**src/rtl/core/adq_pkg.sv**
```systemverilog
// ----------------------------------------------------------------------------
// adq_pkg
// Shared types, codes and sizes for the array-based double-ended queue.
// ----------------------------------------------------------------------------
package adq_pkg;

   localparam int DEPTH       = 8;
   localparam int ADDR_W      = $clog2(DEPTH);
   // signed index: holds -1 up to DEPTH
   localparam int IDX_W       = $clog2(DEPTH + 1) + 1;
   localparam int DATA_W      = 32;

   localparam int CMDQ_DEPTH  = 2;
   localparam int CMDQ_PTR_W  = $clog2(CMDQ_DEPTH);
   localparam int CMDQ_CNT_W  = $clog2(CMDQ_DEPTH + 1);

   localparam int RSPQ_DEPTH  = 4;
   localparam int RSPQ_PTR_W  = $clog2(RSPQ_DEPTH);
   localparam int RSPQ_CNT_W  = $clog2(RSPQ_DEPTH + 1);

   typedef logic signed [IDX_W-1:0]  idx_type;
   typedef logic signed [DATA_W-1:0] data_type;
   typedef logic [ADDR_W-1:0]        addr_type;

   localparam idx_type IDX_NONE  = idx_type'(-1);
   localparam idx_type IDX_ZERO  = idx_type'(0);
   localparam idx_type IDX_ONE   = idx_type'(1);
   localparam idx_type IDX_LAST  = idx_type'(DEPTH - 1);

   // command codes on the request port
   localparam logic [2:0] CMD_INS_FRONT = 3'd0;
   localparam logic [2:0] CMD_INS_REAR  = 3'd1;
   localparam logic [2:0] CMD_DEL_FRONT = 3'd2;
   localparam logic [2:0] CMD_DEL_REAR  = 3'd3;
   localparam logic [2:0] CMD_DUMP      = 3'd4;

   // status codes on the response port
   localparam logic [1:0] ST_OK            = 2'd0;
   localparam logic [1:0] ST_FULL_REAR     = 2'd1;
   localparam logic [1:0] ST_NO_ROOM_FRONT = 2'd2;
   localparam logic [1:0] ST_EMPTY         = 2'd3;

   typedef enum logic [2:0] {
      OP_INS_FRONT,
      OP_INS_REAR,
      OP_DEL_FRONT,
      OP_DEL_REAR,
      OP_DUMP
   } op_type;

   typedef enum logic {
      EX_IDLE,
      EX_DUMP
   } ex_state_type;

   typedef struct packed {
      op_type   op;
      data_type value;
   } cmd_type;

   typedef struct packed {
      logic [1:0] status;
      data_type   value;
      logic       last;
   } rsp_type;

endpackage

```
**src/rtl/core/adq_cmd_front.sv**
```systemverilog
// ----------------------------------------------------------------------------
// adq_cmd_front
// Request side: decodes command beats and holds them in a short queue.
// ----------------------------------------------------------------------------
module adq_cmd_front (
   input  logic              clock,
   input  logic              reset,
   input  logic              req_push,
   output logic              req_full,
   input  logic [2:0]        req_command,
   input  adq_pkg::data_type req_item_value,
   input  logic              cmd_pop,
   output logic              cmd_empty,
   output adq_pkg::cmd_type  cmd_head
);
   import adq_pkg::*;

   cmd_type                cmdq_mem [CMDQ_DEPTH];
   logic [CMDQ_PTR_W-1:0]  wr_ptr_ff, wr_ptr_in;
   logic [CMDQ_PTR_W-1:0]  rd_ptr_ff, rd_ptr_in;
   logic [CMDQ_CNT_W-1:0]  count_ff, count_in;
   logic                   accept;
   logic                   op_valid;
   op_type                 op_dec;
   logic                   push_q;
   logic                   pop_q;

   // classify; unused codes are accepted and dropped here
   always_comb begin
      op_valid = 1'b1;
      op_dec   = OP_INS_FRONT;
      case (req_command)
         CMD_INS_FRONT: op_dec = OP_INS_FRONT;
         CMD_INS_REAR:  op_dec = OP_INS_REAR;
         CMD_DEL_FRONT: op_dec = OP_DEL_FRONT;
         CMD_DEL_REAR:  op_dec = OP_DEL_REAR;
         CMD_DUMP:      op_dec = OP_DUMP;
         default:       op_valid = 1'b0;
      endcase
   end

   assign req_full  = (count_ff == CMDQ_CNT_W'(CMDQ_DEPTH));
   assign cmd_empty = (count_ff == '0);
   assign accept    = req_push && !req_full;
   assign push_q    = accept && op_valid;
   assign pop_q     = cmd_pop && !cmd_empty;
   assign cmd_head  = cmdq_mem[rd_ptr_ff];

   always_comb begin
      wr_ptr_in = push_q ? wr_ptr_ff + 1'b1 : wr_ptr_ff;
      rd_ptr_in = pop_q  ? rd_ptr_ff + 1'b1 : rd_ptr_ff;
      count_in  = count_ff;
      if (push_q && !pop_q) begin
         count_in = count_ff + 1'b1;
      end else if (pop_q && !push_q) begin
         count_in = count_ff - 1'b1;
      end
   end

   always_ff @(posedge clock) begin
      if (reset) begin
         wr_ptr_ff <= '0;
         rd_ptr_ff <= '0;
         count_ff  <= '0;
      end else begin
         wr_ptr_ff <= wr_ptr_in;
         rd_ptr_ff <= rd_ptr_in;
         count_ff  <= count_in;
      end
   end

   always_ff @(posedge clock) begin
      if (push_q) begin
         cmdq_mem[wr_ptr_ff] <= '{op: op_dec, value: req_item_value};
      end
   end

endmodule

```
**src/rtl/core/adq_exec.sv**
```systemverilog
// ----------------------------------------------------------------------------
// adq_exec
// Back end: owns the slot array and indices, runs commands and dump walks.
// ----------------------------------------------------------------------------
module adq_exec (
   input  logic                          clock,
   input  logic                          reset,
   input  logic                          cmd_empty,
   input  adq_pkg::cmd_type              cmd_head,
   output logic                          cmd_pop,
   input  logic [adq_pkg::RSPQ_CNT_W-1:0] rsp_count,
   output logic                          rsp_push,
   output adq_pkg::rsp_type              rsp_data
);
   import adq_pkg::*;

   data_type      slots_mem [DEPTH];
   data_type      rdata_ff;

   ex_state_type  state_ff, state_in;
   idx_type       front_ff, front_in;
   idx_type       rear_ff, rear_in;
   idx_type       ptr_ff, ptr_in;

   // result stage, registered together with the slot read data
   logic          res_valid_ff, res_valid_in;
   logic [1:0]    res_status_ff, res_status_in;
   logic          res_last_ff, res_last_in;
   logic          res_mem_ff, res_mem_in;

   logic          mem_we;
   addr_type      mem_waddr;
   logic          mem_re;
   addr_type      mem_raddr;
   logic          q_empty;
   logic          space_ok;
   logic [RSPQ_CNT_W:0] occupancy;

   assign q_empty   = (front_ff == IDX_NONE) || (front_ff > rear_ff);
   // count the beat sitting in the result stage against queue room
   assign occupancy = {1'b0, rsp_count} + {{RSPQ_CNT_W{1'b0}}, res_valid_ff};
   assign space_ok  = occupancy < (RSPQ_CNT_W + 1)'(RSPQ_DEPTH);

   always_comb begin
      state_in      = state_ff;
      front_in      = front_ff;
      rear_in       = rear_ff;
      ptr_in        = ptr_ff;
      cmd_pop       = 1'b0;
      res_valid_in  = 1'b0;
      res_status_in = ST_OK;
      res_last_in   = 1'b1;
      res_mem_in    = 1'b0;
      mem_we        = 1'b0;
      mem_waddr     = '0;
      mem_re        = 1'b0;
      mem_raddr     = '0;
      case (state_ff)
         EX_IDLE: begin
            if (!cmd_empty && space_ok) begin
               cmd_pop      = 1'b1;
               res_valid_in = 1'b1;
               case (cmd_head.op)
                  OP_INS_FRONT: begin
                     if (front_ff == IDX_ZERO) begin
                        res_status_in = ST_NO_ROOM_FRONT;
                     end else if (q_empty) begin
                        front_in  = IDX_ZERO;
                        rear_in   = IDX_ZERO;
                        mem_we    = 1'b1;
                        mem_waddr = '0;
                     end else begin
                        front_in  = front_ff - IDX_ONE;
                        mem_we    = 1'b1;
                        mem_waddr = front_in[ADDR_W-1:0];
                     end
                  end
                  OP_INS_REAR: begin
                     if (rear_ff >= IDX_LAST) begin
                        res_status_in = ST_FULL_REAR;
                     end else begin
                        if (front_ff == IDX_NONE) begin
                           front_in = IDX_ZERO;
                        end
                        rear_in   = rear_ff + IDX_ONE;
                        mem_we    = 1'b1;
                        mem_waddr = rear_in[ADDR_W-1:0];
                     end
                  end
                  OP_DEL_FRONT: begin
                     if (q_empty) begin
                        res_status_in = ST_EMPTY;
                     end else begin
                        mem_re     = 1'b1;
                        mem_raddr  = front_ff[ADDR_W-1:0];
                        res_mem_in = 1'b1;
                        front_in   = front_ff + IDX_ONE;
                     end
                  end
                  OP_DEL_REAR: begin
                     if (q_empty) begin
                        res_status_in = ST_EMPTY;
                     end else begin
                        mem_re     = 1'b1;
                        mem_raddr  = rear_ff[ADDR_W-1:0];
                        res_mem_in = 1'b1;
                        rear_in    = rear_ff - IDX_ONE;
                     end
                  end
                  OP_DUMP: begin
                     if (q_empty) begin
                        res_status_in = ST_EMPTY;
                     end else begin
                        mem_re      = 1'b1;
                        mem_raddr   = front_ff[ADDR_W-1:0];
                        res_mem_in  = 1'b1;
                        res_last_in = (front_ff == rear_ff);
                        if (front_ff != rear_ff) begin
                           ptr_in   = front_ff + IDX_ONE;
                           state_in = EX_DUMP;
                        end
                     end
                  end
                  default: res_valid_in = 1'b0;
               endcase
            end
         end
         EX_DUMP: begin
            if (space_ok) begin
               res_valid_in = 1'b1;
               mem_re       = 1'b1;
               mem_raddr    = ptr_ff[ADDR_W-1:0];
               res_mem_in   = 1'b1;
               res_last_in  = (ptr_ff == rear_ff);
               ptr_in       = ptr_ff + IDX_ONE;
               if (ptr_ff == rear_ff) begin
                  state_in = EX_IDLE;
               end
            end
         end
         default: state_in = EX_IDLE;
      endcase
   end

   always_ff @(posedge clock) begin
      if (reset) begin
         state_ff     <= EX_IDLE;
         front_ff     <= IDX_NONE;
         rear_ff      <= IDX_NONE;
         ptr_ff       <= IDX_ZERO;
         res_valid_ff <= 1'b0;
      end else begin
         state_ff     <= state_in;
         front_ff     <= front_in;
         rear_ff      <= rear_in;
         ptr_ff       <= ptr_in;
         res_valid_ff <= res_valid_in;
      end
   end

   always_ff @(posedge clock) begin
      res_status_ff <= res_status_in;
      res_last_ff   <= res_last_in;
      res_mem_ff    <= res_mem_in;
   end

   always_ff @(posedge clock) begin
      if (mem_we) begin
         slots_mem[mem_waddr] <= cmd_head.value;
      end
   end

   always_ff @(posedge clock) begin
      if (mem_re) begin
         rdata_ff <= slots_mem[mem_raddr];
      end
   end

   assign rsp_push        = res_valid_ff;
   assign rsp_data.status = res_status_ff;
   assign rsp_data.value  = res_mem_ff ? rdata_ff : '0;
   assign rsp_data.last   = res_last_ff;

endmodule

```
**src/rtl/core/adq_rsp_queue.sv**
```systemverilog
// ----------------------------------------------------------------------------
// adq_rsp_queue
// Response side: holds result beats until the receiver pops them.
// ----------------------------------------------------------------------------
module adq_rsp_queue (
   input  logic                           clock,
   input  logic                           reset,
   input  logic                           rsp_push,
   input  adq_pkg::rsp_type               rsp_data,
   output logic [adq_pkg::RSPQ_CNT_W-1:0] rsp_count,
   input  logic                           rsp_pop,
   output logic                           rsp_empty,
   output adq_pkg::rsp_type               rsp_head
);
   import adq_pkg::*;

   rsp_type                rspq_mem [RSPQ_DEPTH];
   logic [RSPQ_PTR_W-1:0]  wr_ptr_ff, wr_ptr_in;
   logic [RSPQ_PTR_W-1:0]  rd_ptr_ff, rd_ptr_in;
   logic [RSPQ_CNT_W-1:0]  count_ff, count_in;
   logic                   pop_q;

   // the back end only pushes when it has reserved room
   assign rsp_empty = (count_ff == '0);
   assign rsp_count = count_ff;
   assign pop_q     = rsp_pop && !rsp_empty;
   assign rsp_head  = rspq_mem[rd_ptr_ff];

   always_comb begin
      wr_ptr_in = rsp_push ? wr_ptr_ff + 1'b1 : wr_ptr_ff;
      rd_ptr_in = pop_q    ? rd_ptr_ff + 1'b1 : rd_ptr_ff;
      count_in  = count_ff;
      if (rsp_push && !pop_q) begin
         count_in = count_ff + 1'b1;
      end else if (pop_q && !rsp_push) begin
         count_in = count_ff - 1'b1;
      end
   end

   always_ff @(posedge clock) begin
      if (reset) begin
         wr_ptr_ff <= '0;
         rd_ptr_ff <= '0;
         count_ff  <= '0;
      end else begin
         wr_ptr_ff <= wr_ptr_in;
         rd_ptr_ff <= rd_ptr_in;
         count_ff  <= count_in;
      end
   end

   always_ff @(posedge clock) begin
      if (rsp_push) begin
         rspq_mem[wr_ptr_ff] <= rsp_data;
      end
   end

endmodule

```
**src/rtl/core/array_double_ended_queue.sv**
```systemverilog
// ----------------------------------------------------------------------------
// array_double_ended_queue
// Linear array deque with front/rear insert, front/rear delete and dump.
// ----------------------------------------------------------------------------
// Request channel: a beat is taken when req_push is high and req_full low.
//   req_command picks the operation; req_item_value is used by inserts.
//   Codes five to seven are taken and dropped without a response.
// Response channel: the oldest beat sits on rsp_* while rsp_empty is low
//   and leaves when rsp_pop is high. Inserts and deletes give one beat;
//   a dump gives one beat per stored element, front to rear, rsp_last on
//   the final one, or a single empty-status beat.
// Path: a request beat passes through the command queue, the result stage
//   and the response queue, each registered, before it shows on rsp_*.
// Throughput: one command per cycle for inserts and deletes; a dump holds
//   the back end until it has read all stored elements, up to DEPTH, one
//   slot array read per cycle. Both wait while the response queue is full.
// Stalls: a 2-entry command queue and a 4-entry response queue sit on
//   either side of the back end; when the receiver stops popping, the
//   response queue fills, the back end waits and req_full rises.
// Reset: front and rear indices go to minus one (queue empty); both queues
//   are cleared. Slot contents are not cleared.
// ----------------------------------------------------------------------------
module array_double_ended_queue (
   input  logic                clock,
   input  logic                reset,
   input  logic                req_push,
   output logic                req_full,
   input  logic [2:0]          req_command,
   input  logic signed [31:0]  req_item_value,
   output logic                rsp_empty,
   input  logic                rsp_pop,
   output logic [1:0]          rsp_status,
   output logic signed [31:0]  rsp_value,
   output logic                rsp_last
);
   import adq_pkg::*;

   logic                   cmd_empty;
   logic                   cmd_pop;
   cmd_type                cmd_head;
   logic                   res_push;
   rsp_type                res_data;
   logic [RSPQ_CNT_W-1:0]  res_count;
   rsp_type                rsp_head;

   adq_cmd_front u_front (
      .clock          (clock),
      .reset          (reset),
      .req_push       (req_push),
      .req_full       (req_full),
      .req_command    (req_command),
      .req_item_value (req_item_value),
      .cmd_pop        (cmd_pop),
      .cmd_empty      (cmd_empty),
      .cmd_head       (cmd_head)
   );

   adq_exec u_exec (
      .clock     (clock),
      .reset     (reset),
      .cmd_empty (cmd_empty),
      .cmd_head  (cmd_head),
      .cmd_pop   (cmd_pop),
      .rsp_count (res_count),
      .rsp_push  (res_push),
      .rsp_data  (res_data)
   );

   adq_rsp_queue u_rspq (
      .clock     (clock),
      .reset     (reset),
      .rsp_push  (res_push),
      .rsp_data  (res_data),
      .rsp_count (res_count),
      .rsp_pop   (rsp_pop),
      .rsp_empty (rsp_empty),
      .rsp_head  (rsp_head)
   );

   assign rsp_status = rsp_head.status;
   assign rsp_value  = rsp_head.value;
   assign rsp_last   = rsp_head.last;

endmodule
```
**config.mk**
```make
export PLATFORM = sky130hd
export DESIGN_NAME = array_double_ended_queue
export DESIGN_NICKNAME = d
export VERILOG_FILES = /design/src/rtl/core/adq_pkg.sv /design/src/rtl/core/adq_cmd_front.sv /design/src/rtl/core/adq_exec.sv /design/src/rtl/core/adq_rsp_queue.sv /design/src/rtl/core/array_double_ended_queue.sv
export SDC_FILE = /design/constraint.sdc
export NUM_CORES = 1
export LEC_CHECK = 0
export BUFFER_PORTS_ARGS = -buffer_cell sky130_fd_sc_hd__buf_4
export CORE_ASPECT_RATIO = 1.5
export CORE_MARGIN = 4
export CORE_UTILIZATION = 35
export CTS_BUF_LIST = sky130_fd_sc_hd__clkbuf_2
export CTS_CLUSTER_SIZE = 25
export DETAILED_ROUTE_END_ITERATION = 10
export SYNTH_ARGS = -nofsm -noshare
export SYNTH_HDL_FRONTEND = slang
export SYNTH_SLANG_ARGS = --single-unit
```
**constraint.sdc**
```tcl
create_clock -name clock -period 6.4 [get_ports clock]
set_clock_uncertainty 0.1 [all_clocks]
set_input_delay 1.6 -clock clock [delete_from_list [all_inputs] [get_ports clock]]
set_output_delay 1.6 -clock clock [all_outputs]
set_load 0.03 [all_outputs]
```
# Yosys cells after proc, flatten, opt, wreduce, memory -nomap -nowiden
# Memories as Yosys holds them, arrays and structs flattened. A register that Yosys moved wholly into a read port is not among the register bits.
# Index checks and enable logic that the tools add are counted.
[word_totals]
regBits = 32
ramBits = 466
in_bits = 39
wordCells = 171
mem_count = 3
[op_classes]
addsub = 14
order_cmp = 3
n_eq_ne = 24
n_mux = 77
bitwise = 2
n_reduce_logical = 34
[memory_table]
columns = ["name", "words", "width", "read_ports", "rd_ports_with_merged_regs", "wr", "line_no", "source"]
rows = [
  ["u_exec.slots_mem", 8, 32, 1, 1, 1, "adq_exec.sv:17", "data_type slots_mem [DEPTH];"],
  ["u_rspq.rspq_mem", 4, 35, 1, 1, 1, "adq_rsp_queue.sv:17", "rsp_type rspq_mem [RSPQ_DEPTH];"],
  ["u_front.cmdq_mem", 2, 35, 1, 1, 1, "adq_cmd_front.sv:18", "cmd_type cmdq_mem [CMDQ_DEPTH];"],
]
[ops]
columns = ["op", "count"]
rows = [
  ["$mux W5", 14],
  ["$mux W3", 11],
  ["$mux W1", 32],
  ["$mux W32", 1],
  ["$pmux W5 S3", 2],
  ["$pmux W3 S2", 3],
  ["$add A5 B2 Y5 const B", 3],
  ["$ne A2 B2 Y1 const B", 7],
  ["$reduce_and A7 Y1", 2],
  ["$eq A3 B2 Y1 const B", 4],
  ["$mux W2", 6],
  ["$pmux W3 S4", 1],
  ["$eq A5 B5 Y1", 2],
  ["$pmux W1 S2", 5],
  ["$pmux W5 S2", 1],
  ["$reduce_or A5 Y1", 2],
  ["$sub A5 B2 Y5 const B", 2],
  ["$logic_and A1 B1 Y1", 9],
  ["$logic_not A3 Y1", 3],
  ["$ne A2 B1 Y1 const B", 4],
  ["$logic_not A1 Y1", 7],
  ["$add A2 B1 Y2 const B", 3],
  ["$eq A3 B1 Y1 const B", 2],
  ["$eq A3 B3 Y1 const B", 2],
  ["21 further kinds", 26],
]

# Logic depth before layout (Yosys ltp)
[logic_depth]
ltp_word = 9
depth_mapped = 12
depth_no_buf = 9

# Modules after synthesis
# From an unflattened synthesis, not the netlist that was laid out.
[hier_totals]
hier_cells = 1420
hier_area_um2 = 21922.3
[modules_own_cells]
columns = ["module", "n_inst", "cells_each", "area_each_um2", "seq_area_each_um2"]
rows = [
  ["adq_exec", 1, 1057, 13616.8, 9068.7],
  ["adq_rsp_queue", 1, 226, 5532.8, 4384.2],
  ["adq_cmd_front", 1, 137, 2772.7, 2202.1],
]

# Worst setup path before layout
# No wires, ideal clock.
[synth_timing]
kind = "register to register"
start = "register u_exec.front_ff[0]"
end = "memory u_exec.slots_mem[3][0] in the netlist's numbering, enable pin"
setup_ps = 501
t_arrival_ps = 5255
t_required_ps = 5799
slack_ps = 544
stages_incl_launch_ff = 10
n_path_buf = 0
period_less_slack_ps = 5856
cell_sequence = "dfxtp_1 > ha_1 > and3_1 > ha_1 > nor4b_1 > o211ai_1 > a211o_1 > a21oi_1 > inv_1 > nor4_1"
[synth_via]
elab_chain_cells = 7
word_cells_on_any_way = 16
classes_between = "add/sub (1); order compare (1); eq/ne (1); mux (11); reduce/logical (2)"
[synth_rtl]
columns = ["element", "line_no", "source"]
rows = [
  ["start: declaration", "adq_exec.sv:21", "idx_type front_ff, front_in;"],
  ["start signal: assignment", "adq_exec.sv:154", "front_ff <= front_in;"],
  ["$gt A5 B5 Y1 (tied with other cells)", "adq_exec.sv:39", "assign q_empty = (front_ff == IDX_NONE) || (front_ff > rear_ff);"],
  ["$logic_or A1 B1 Y1 or $mux W1 (tied branches)", "adq_exec.sv:39, adq_exec.sv:65", ""],
  ["$mux W3 or $pmux W1 S2 (tied branches)", "adq_exec.sv:67, adq_exec.sv:63", ""],
  ["$mux W3 or $mux W1 (tied branches)", "adq_exec.sv:65, adq_exec.sv:60", ""],
  ["$pmux W3 S2 or $mux W1 (tied branches)", "adq_exec.sv:63, adq_exec.sv:58", ""],
  ["$mux W3 or $mux W1 (tied branches)", "adq_exec.sv:60, adq_exec.sv:168", ""],
  ["$mux W3 or $mux W1 (tied branches)", "adq_exec.sv:58, adq_exec.sv:169", ""],
  ["end: declaration", "adq_exec.sv:17", ""],
]
# Several ways; a longest one is shown, not always the timed one.

==> flow_summary_export.csv <==
group,metric,value,unit
layout,final_common_cell,"edfxtp_1",
clock_tree,ctsResizeCount,0,
die,dieArea,66400,µm²
route,firstDrtPassIters,7,
setup_path,r2r_slack,1.85,ns
sta,max_freq,206,MHz
grt,grt_util_all_layers,14.7,%
grt,antenna_found_initial,2,
sta,setup_slack,1.53,ns
synth,synthFlopType,"edfxtp_1",
sta,tns,0,ns
clock_tree,tritoncts,"done",
die,start_util,35.5,%
place,port_buffers,75,
layout,finalNonFillerCells,2372,
synth,ys_ff_latch,533,
synth,ys_seq_area_share,71.8,%
route,route.detailed.drc,0,
sta,fin_crit,4.87,ns
setup_path,criticalPathCategory,"register to output port",
setup_path,path_max_fanout,20,
sta,rsz0062_at_grt,"false",
power_and_ir_drop,ir_worst_vdd,0.202,mV
sta,finalSetupViolations,0,
power_and_ir_drop,pwr-share-clk,22.9,%
layout,final_nets,1547,
clock_tree,h-tree-depth,3,
synth,async_flop_share,0,%
layout,multiInputGateArea,5480,µm²
sta,tightest_slew,1.02,ns
layout,regArea,15700,µm²
layout,layout_common_cells,"498 x edfxtp_1, 166 x clkbuf_2, 129 x a211oi_1",
clock_tree,postCtsSetupRepairBufs,0,
power_and_ir_drop,switchingPower,3150,µW
route,routed_wl,49.9,mm
min_path,hold_end,"u_rspq.rspq_mem[2][33]",
setup_path,start_kind,"register",
grt,gr-total-overflow,0,
synth,yosys_warnings,0,
place,place_hpwl,28.4,mm
power_and_ir_drop,switching_share,34.3,%
place,dp_cells,2164,
die,core_area,61400,µm²
grt,grt_pass1_vias,13300,
synth,netlist_instances,1358,
synth,synth-edff-count,498,
die,fp.dieH,314,µm
synth,ys_types,77,
clock_tree,clk_latency,1.09,ns
layout,fill_cells,5638,
flow_run,maxCapViolCount,0,
die,die_w,212,µm
die,pin_count,76,
place,gp_congestion,0.852,
min_path,hold_class,"register to register",
layout,postLayoutCellArea,24300,µm²
clock_tree,cts_root_buf,"clkbuf_2",
layout,synthToLayoutAreaGrowth,11.5,%
die,rows,111,
route,drtIter0Drc,792,
sta,slew_viol_final,0,
route,vias_per_cell,5.26,
setup_path,crit_required,4.70,ns
setup_path,worst_r2r_startpoint,"u_exec.front_ff[0]",
power_and_ir_drop,p_leak,0.00806,µW
place,place_area,23200,µm²
min_path,hp-start,"u_exec.res_status_ff[0]",
route,num_vias,12500,
power_and_ir_drop,cell_internal_pwr,6030,µW
clock_tree,numCtsBuffers,115,
power_and_ir_drop,pwr-share-seq,49.3,%
sta,post-route-period-util,76.0,%
synth,synth_area,21800,µm²
clock_tree,cts_sinks,533,
route,routedWlPerCell,21.0,µm
power_and_ir_drop,power.density,378,nW/µm²
clock_tree,clk_pin_slew,0.12,ns
clock_tree,hold_buffers,0,
place,post-place-ws,1.94,ns
setup_path,r2r_cells,10,
power_and_ir_drop,combPwrFrac,27.8,%
sta,hold_violations,0,
layout,final_layout_size_suffix_gt1_share,25.1,%
setup_path,endpoint_kind,"output port",
grt,grt_max_degree,65,
setup_path,r2r-end,"u_exec.rdata_ff[18]",
sta,maxSlewHeadroom,32.2,%
synth,postSynthAreaPerCell,16.1,µm²
setup_path,critical_path_arrival,3.17,ns
grt,grt_pass1_wl,76.5,mm
sta,whs,0.396,ns
clock_tree,clockBufferDepth,3,
run_status,status,"completed",
route,postRouteAntennaNets,0,
min_path,holdPathStages,0,
synth,synthesis.nets,1415,
[sequential cells by signal, indices dropped and copies added (netlist names), named ones only]
register / count
u_exec.slots_mem: 256
u_rspq.rspq_mem: 140
u_front.cmdq_mem: 70
u_exec.rdata_ff: 32
u_exec.front_ff: 5
u_exec.ptr_ff: 5
u_exec.rear_ff: 5
u_rspq.rsp_count: 3
u_exec.res_status_ff: 2
u_front.count_ff: 2
u_rspq.rd_ptr_ff: 2
u_rspq.wr_ptr_ff: 2
u_exec.res_last_ff: 1
u_exec.res_mem_ff: 1
u_exec.rsp_push: 1
u_exec.state_ff: 1
u_front.rd_ptr_ff: 1
u_front.wr_ptr_ff: 1
[worst max path at each step]
stage	slack, ns	from	cells after the start	to
after global placement	2.16	u_exec.front_ff[0]	10	u_exec.rdata_ff[21]
after global routing	1.25	register	3	rsp_value[5]
after CTS	1.28	register	3	rsp_value[9]
after floorplan	0.54	u_exec.front_ff[0]	9	u_exec.slots_mem[3][0]
after detailed placement	1.94	u_exec.front_ff[0]	10	u_exec.rdata_ff[18]
final	1.53	register	3	rsp_value[5]
[routing by layer]
metal  global-route usage [%]  wire length [µm]  vias to the layer above
met2                     26.0             25800                      385
met5                        0                 7                        -
met3                     3.12              2830                      107
met4                     5.99              1360                        2
met1                     17.4             19800                     6250
li1                         -                 -                     5737
[power by group through the flow]
stage | sequential, µW | combinational, µW | clock (µW)
global route | 4560 | 2770 | 2370
finish | 4530 | 2560 | 2100
detailed placement | 4610 | 2570 | 0
CTS | 4530 | 2580 | 2200
global placement | 4600 | 2530 | 0
floorplan | 4460 | 1890 | 0
[per-stage QoR]
stage	util, %	power, µW
2_1_floorplan	-	6360
3_3_place_gp	37.8	7120
3_5_place_dp	37.8	7180
4_1_cts	39.6	9300
5_1_grt	39.6	9710
6_report	39.6	9190
[Yosys cell counts, drive strengths merged (5+ instances only)]
master | instances | area [µm²]
nor3 | 12 | 76.3
and2 | 41 | 257
inv | 82 | 308
a31oi | 5 | 37.5
mux4 | 35 | 788
buf | 51 | 250
nor2b | 67 | 419
a211oi | 131 | 993
a21oi | 26 | 141
o211ai | 9 | 67.6
xnor2 | 10 | 95.1
a221oi | 65 | 569
nand3 | 11 | 55.1
nor2 | 29 | 109
edfxtp | 498 | 15000
a211o | 5 | 43.8
clkbuf | 38 | 150
nor4 | 39 | 256
ha | 17 | 213
o21ai | 19 | 95.1
dfxtp | 35 | 701
nand2 | 18 | 67.6
xor2 | 10 | 87.6
mux2i | 6 | 88.8
mux2 | 35 | 398
[cell families after synthesis]
family	synth area share (%)
flops	71.8
compound gates	10.6
simple gates	6.60
buf+inv	3.25
mux	5.85
xor+xnor	0.838
fa+ha+maj	1.07
[area by class of cell]
class | instances | area share [%]
sequential | 533 | 64.4
clock inverter | 40 | 1.05
antenna | 2 | 0.0206
tap | 791 | 4.07
timing repair buffer | 104 | 3.21
multi-input combinational | 654 | 22.5
clock buffer | 166 | 3.42
inverter | 82 | 1.27
[critical path, stage by stage (launching register included)]
cell     delay (ns)
dfxtp_2        0.82
buf_4          0.45
mux4_2         0.61
buf_4          0.20
Power figures use the tool's default switching activity.
